--- src/sv/ssg_pkg.sv ---
// Types and constants for the segment sorter and grouper.
// No dependencies.
package ssg_pkg;
    localparam int DIGEST_W  = 256;
    localparam int DBYTES_W  = 6;
    localparam int OFFSET_W  = 6;
    localparam int SIZE_W    = 7;
    localparam int BASE_W    = 32;
    localparam int FSIZE_W   = 48;
    localparam int GNUM_W    = 32;
    localparam logic [DBYTES_W-1:0] DBYTES_RESET = 6'd32;
    localparam logic [DBYTES_W-1:0] DBYTES_MAX   = 6'd32;
    localparam logic [SIZE_W-1:0]   GROUP_MIN    = 7'd2;

    typedef struct packed {
        logic [63:0]        digest_word0;
        logic [63:0]        digest_word1;
        logic [63:0]        digest_word2;
        logic [63:0]        digest_word3;
        logic [BASE_W-1:0]  segment_base;
        logic [FSIZE_W-1:0] size_of_file;
        logic               last_in_segment;
        logic               final_segment;
    } req_t;

    typedef struct packed {
        logic [OFFSET_W-1:0] source_offset;
        logic                in_group;
        logic [BASE_W-1:0]   group_start;
        logic [SIZE_W-1:0]   group_size;
        logic [FSIZE_W-1:0]  group_file_size;
        logic [GNUM_W-1:0]   group_number;
        logic                run_first;
        logic                last_result;
    } res_t;

    // control from the top level to each cell
    typedef struct packed {
        logic ins;    // insert a new entry
        logic shift;  // drain: move entries towards cell 0
        logic clear;  // start of a new segment
    } cell_ctl_t;
endpackage

--- src/sv/ssg_cell.sv ---
// One cell of the sorting chain: holds one entry and its key.
// Depends on ssg_pkg.
module ssg_cell #(
    parameter int DIGEST_BITS = 256,
    parameter int OFF_W = 6
) (
    input  logic                   clk,
    input  logic                   rst_n,
    input  ssg_pkg::cell_ctl_t     ctl,
    input  logic [DIGEST_BITS-1:0] new_key,
    input  logic [OFF_W-1:0]       new_off,
    input  logic [DIGEST_BITS-1:0] mask,
    input  logic                   prev_valid,
    input  logic                   prev_gt,
    input  logic [DIGEST_BITS-1:0] prev_key,
    input  logic [OFF_W-1:0]       prev_off,
    input  logic                   nxt_valid,
    input  logic [DIGEST_BITS-1:0] nxt_key,
    input  logic [OFF_W-1:0]       nxt_off,
    output logic                   valid,
    output logic                   gt,
    output logic [DIGEST_BITS-1:0] key,
    output logic [OFF_W-1:0]       off
);
    logic                   valid_reg, valid_next;
    logic [DIGEST_BITS-1:0] key_reg, key_next;
    logic [OFF_W-1:0]       off_reg, off_next;

    // strictly greater keeps insertion stable
    assign gt = valid_reg && ((key_reg & mask) > (new_key & mask));

    always_comb
    begin
        valid_next = valid_reg;
        key_next   = key_reg;
        off_next   = off_reg;
        if (ctl.clear)
        begin
            valid_next = 1'b0;
        end
        else if (ctl.ins)
        begin
            if (gt)
            begin
                if (prev_gt)
                begin
                    key_next = prev_key;
                    off_next = prev_off;
                end
                else
                begin
                    key_next = new_key;
                    off_next = new_off;
                end
                valid_next = 1'b1;
            end
            else if (!valid_reg && prev_valid && !prev_gt)
            begin
                key_next   = new_key;
                off_next   = new_off;
                valid_next = 1'b1;
            end
            else if (!valid_reg && prev_valid && prev_gt)
            begin
                key_next   = prev_key;
                off_next   = prev_off;
                valid_next = 1'b1;
            end
        end
        else if (ctl.shift)
        begin
            valid_next = nxt_valid;
            key_next   = nxt_key;
            off_next   = nxt_off;
        end
    end

    always_ff @(posedge clk or negedge rst_n)
    begin
        if (!rst_n)
        begin
            valid_reg <= 1'b0;
        end
        else
        begin
            valid_reg <= valid_next;
        end
    end

    always_ff @(posedge clk)
    begin
        key_reg <= key_next;
        off_reg <= off_next;
    end

    assign valid = valid_reg;
    assign key   = key_reg;
    assign off   = off_reg;
endmodule

--- config.mk ---
export PLATFORM = sky130hd
export DESIGN_NAME = ssg_cell
export DESIGN_NICKNAME = d
export VERILOG_FILES = /design/src/sv/ssg_pkg.sv /design/src/sv/ssg_cell.sv
export SDC_FILE = /design/constraint.sdc
export NUM_CORES = 2
export LEC_CHECK = 0
export ABC_AREA = 0
export BUFFER_PORTS_ARGS = -buffer_cell sky130_fd_sc_hd__buf_4
export CAP_MARGIN = 20
export CORE_AREA = 2 2 513 515
export DETAILED_ROUTE_END_ITERATION = 7
export DIE_AREA = 0 0 515 517
export PLACE_DENSITY = 0.35
export SYNTH_ARGS = -nofsm -noshare
export SYNTH_HDL_FRONTEND = slang
export SYNTH_SLANG_ARGS = --single-unit
--- constraint.sdc ---
create_clock -name clk -period 22.1 [get_ports clk]
set_input_delay 4.42 -clock clk [delete_from_list [all_inputs] [get_ports clk]]
set_output_delay 4.42 -clock clk [all_outputs]
set_load 0.01 [all_outputs]
; ---- After elaboration in Yosys (flattened, before gate mapping)
; Cells that the tools add are included.
[totals]
regBits = 263
input_bits = 1050
output_inout_bits = 264
word_cells = 37
[classes]
magnitude_cmp = 1
eq_ne = 2
n_mux = 18
bitwise_logic = 3
reduce_logical = 10
[ops]
columns = op, n
row1 = two-way mux 256 bit, 6
row2 = bitwise AND 256 bit, 2
row3 = > comparator 256 bit, 1
row4 = two-way mux 6 bit, 6
row5 = two-way mux 1 bit, 6
row6 = "inequality test 5 x 2 -> 1 bit, second input constant", 1
row7 = logical AND 1 bit, 4
row8 = "inequality test 4 x 1 -> 1 bit, second input constant", 1
row9 = AND reduction 3 bit, 1
row10 = nonzero test 3 bit, 1
row11 = logical NOT 1 bit, 2
row12 = AND reduction 2 bit, 1
row13 = nonzero test 2 bit, 1
row14 = NOT 1 bit, 1

; ---- Longest topological paths before layout
[logic_depth]
depth_word = 8
depth_mapped = 15
ltp_nobuf = 12

; ---- Worst setup path before layout
; Ideal clock, no wire load.
[synth_timing]
kind = input to register
from = in mask[61]
to = reg key_reg[0] (netlist: key[0]) (enable)
setup_ps = 1271
arrival_time_ps = 25739
required_time_ps = 20829
path_slack_ps = -4911
path_stages = 12
path_cell_list = and2_1 -> ha_1 -> nand4_2 -> or4_1 -> nand4b_4 -> o211ai_1 -> nor3_1 -> o211ai_2 -> a211oi_1 -> a211oi_1 -> a21oi_1 -> a211oi_1
[synth_between]
elab_chain_len = 5
word_cells_on_any_way = 6
cone_classes = 1 x order compare / 1 x eq/ne / 2 x bitwise / 2 x reduce/logical
[synth_rtl]
columns = element, line_no
row1 = from (decl), ssg_cell.sv:12  ; input logic [DIGEST_BITS-1:0] mask,
row2 = bitwise AND 256 bit, ssg_cell.sv:30  ; assign gt = valid_reg && ((key_reg & mask) > (new_key & mask));
row3 = > comparator 256 bit *, ssg_cell.sv:30
row4 = logical AND 1 bit *, ssg_cell.sv:30
row5 = via gt, ssg_cell.sv:21  ; output logic gt,
row6 = inequality test 4 x 1 -> 1 bit (no line) *, -
row7 = AND reduction 3 bit (no line) *, -
row8 = to (signal assigned), ssg_cell.sv:92  ; key_reg <= key_next;
row9 = to (decl), ssg_cell.sv:26  ; logic [DIGEST_BITS-1:0] key_reg, key_next;
; The timed path passes the listed nets; every way through them passes the cells marked *.
; A chain may end at the register's enable or synchronous reset.

; ---- Worst setup path in the final report
[layout_timing]
from = in mask[179]
to = out gt
[layout_between]
elab_chain_len = 3
word_cells_on_any_way = 4
cone_classes = 1 x order compare / 2 x bitwise / 1 x reduce/logical
[layout_rtl]
columns = element, line_no
row1 = bitwise AND 256 bit, ssg_cell.sv:30
row2 = > comparator 256 bit *, ssg_cell.sv:30
row3 = logical AND 1 bit *, ssg_cell.sv:30
row4 = to (decl), ssg_cell.sv:21
; Every way passes the cells marked *; elsewhere a longest branch is shown, timed or not.

==> flow_summary.yaml <==
clock_network:
  cts_setup_buffers: 0
  cts_resized: 0
  cts_hold_repair.buffers: 0
  cts_tree: "done"
  root_buffer: "clkbuf_16"
  cts_buffers: 46
  clk_latency_ns: 0.67
  clkTransAtPathRegs_ns: 0.06
  clock_sinks: 263
  clk_path_buf_depth: 3
  htree_levels: 2
routing:
  ant_nets: 0
  vias_per_cell: 3.757
  drt_iter0_markers: 1877
  finalWirelength_um: 221900
  dr_total_vias: 27900
  dr.pass1.iters: 5
  wl_per_cell_um: 29.87
  drc: 0
die:
  num_rows: 188
  die_w_um: 515
  ioPinCount: 1314
  core_area_mm2: 0.2611
  die_h_um: 517
  start_util: 0.08972
  die-area_mm2: 0.2663
finish:
  fin_cells: 7428
  largest_reg_flops: 256
  drive_gt1_frac: 0.4020
  seq_area_mm2: 0.007893
  multiInputGateArea_mm2: 0.01477
  n_fill_cell: 30010
  syn2layout_area_growth_pct: 65.63
  fin_nets: 5232
synth:
  synth_edf_count: 262
  yosys.cell_types.count: 55
  syn_inst: 2698
  synthesis.nets: 4004
  syn_area_per_cell_um2: 8.683
  synth_ff_type: "edfxtp_1"
  syn_area_mm2: 0.02343
  synth-seq-area-share: 0.3369
  yosysWarnings: 0
  synth_seq_cells: 263
  async_flop_share: 0.003802
timing:
  post-route-period-util: 0.5816
  grt_setup_unrepaired: "no"
  max_freq_mhz: 77.80
  period_needed_ns: 12.85
  finalMaxSlewViolations: 0
  final.setup_skew_ns: 0.04222
  slew_headroom: 0.2672
  tightest_slew_ns: 1.099
  setup_viol: 0
  tns_ns: 0
  hold_viol_final: 0
setup_path:
  critPathKind: "in2out"
  r2r_cells: 15
  required_ns: 17.68
  cp.arrival_ns: 8.43
  endpoint_kind: "output port"
  startpoint_type: "input port"
  crit_fanout: 3
place:
  dp.cells: 7298
  hpwl_um: 191700
  place.gp.congestion: 0.9052
  io_buffer_count: 1313
global_routing:
  grt_overflow_total: 0
  grt_pass1_vias: 28320
  grt.total_usage: 0.1586
  grt_pass1_wl_um: 280300
  grt_max_degree: 135
  antenna_found_initial: 184
worst_hold_path:
  hold_class: "reg2reg"
  hold_depth: 2
power:
  swShare: 0.3459
  power.density_mw_per_mm2: 53.35
  pwr-share-clk: 0.383
  irDropWorstVdd_v: 0.00005041
  internal_power_uw: 1354
  power_switching_uw: 716.0
  comb_power_share: 0.310
  leakage_uw: 0.01635
  p_seq_frac: 0.307
run_status:
  status: "finished clean"
flow_run:
  max-cap-violations: 0
-- per-stage QoR --
stage | cell area (µm²) | hold WS (ns) | utilization | setup WS [ns] | total power, µW
6_report | 38800 | 0.6437 | 0.1486 | 9.247 | 2070
5_1_grt | 38700 | 0.6639 | 0.1482 | 8.790 | 2178
4_1_cts | 38690 | 0.6329 | 0.1482 | 8.800 | 2130
3_5_place_dp | 37180 | 0.6220 | 0.1424 | 8.809 | 1301
3_3_place_gp | 37120 | 0.6264 | 0.1422 | 8.831 | 1299
2_1_floorplan | 23430 | 0.6036 | - | 4.207 | 905.8
-- power groups by stage --
stage	logic [µW]	registers, µW	clock network, µW
finish	642	635	793
global route	702	638	838
CTS	658	636	835
detailed placement	656	645	0
global placement	653	646	0
floorplan	254	652	0
-- cells in the final DEF (no fill, tap or decap), drive strengths merged, types with 3 or more instances in the layout --
| cell | count |
|---|---|
| a2111oi | 4 |
| a211oi | 13 |
| a21bo | 262 |
| a21o | 11 |
| a21oi | 104 |
| a221oi | 7 |
| a31oi | 264 |
| and2 | 258 |
| buf | 1355 |
| bufinv | 5 |
| clkbuf | 59 |
| clkinv | 19 |
| diode | 45 |
| edfxtp | 262 |
| ha | 256 |
| inv | 9 |
| nand2 | 315 |
| nand2b | 5 |
| nand3 | 290 |
| nand4 | 58 |
| nor2 | 297 |
| nor2b | 3 |
| nor3 | 20 |
| nor4 | 9 |
| o211ai | 6 |
| o21ai | 40 |
| o31ai | 3 |
-- critical path, cell delays in order --
cell       delay, ns
buf_4           0.11
and2_1          0.15
ha_1            0.31
nand4_1         0.31
nor3_1          0.67
nand3_1         0.18
nor2_1          0.69
a2111oi_0       0.28
nand4_1         0.45
a211oi_1        0.21
a211oi_2        0.43
buf_4           0.20
-- cell type report --
class | instances | area share
multi-input combinational | 2251 | 0.3806
clock buffer | 59 | 0.03257
timing repair buffer | 1355 | 0.2631
clock inverter | 26 | 0.006321
tap | 3420 | 0.1103
antenna | 45 | 0.002902
sequential | 263 | 0.2034
inverter | 9 | 0.0008707
-- routing by layer --
metal	GRT usage	up-vias	routed length [µm]
li1	-	12560	-
met5	0	-	855
met2	0.2567	1418	100400
met3	0.07974	334	25680
met1	0.1848	13460	89390
met4	0.03904	136	5545
-- path summary, 6_finish.rpt --
| kind | from | end | slack, ns |
|---|---|---|---|
| min | valid | valid | 0.64 |
| min in group asynchronous | rst_n | valid | 3.52 |
| min reg2reg | valid | valid | 0.64 |
| max in group asynchronous | rst_n | valid | 18.50 |
| max reg2reg | key[149] | key[110] | 14.40 |
| max | mask[179] | gt | 9.25 |
-- cells by family (layout without fill, tap and decap cells) --
group	after synthesis	count (layout)	synth area share
simple gates	1264	1264	0.2575
compound gates	731	731	0.2344
flops	263	263	0.3369
fa+ha+maj	256	256	0.1367
buf+inv	184	1449	0.03450
other cells	0	45	0
-- Yosys cell counts (2+ instances only) --
master / instances / area, µm²
o21ai_0: 40 / 200.2
a2111oi_0: 4 / 35.03
a221oi_1: 7 / 61.31
a21o_1: 11 / 82.58
nor2b_1: 3 / 18.77
a21boi_0: 2 / 15.01
o31ai_1: 3 / 22.52
o211ai_1: 5 / 37.54
a31oi_1: 264 / 1652
nor3_1: 20 / 100.1
nand2_1: 315 / 1182
buf_1: 27 / 101.4
buf_6: 11 / 123.9
nor2_1: 297 / 1115
a21oi_1: 104 / 520.5
clkbuf_1: 109 / 409.1
nor4_1: 9 / 56.30
nand4_1: 57 / 356.6
ha_1: 256 / 3203
nand2b_1: 5 / 31.28
a21bo_1: 98 / 980.9
inv_1: 9 / 33.78
nand3_1: 290 / 1451
and2_1: 257 / 1608
a22oi_1: 2 / 15.01
edfxtp_1: 262 / 7868
a21bo_2: 164 / 1642
buf_2: 28 / 140.1
a211oi_1: 13 / 97.59
Power figures use the tool's default switching activity.
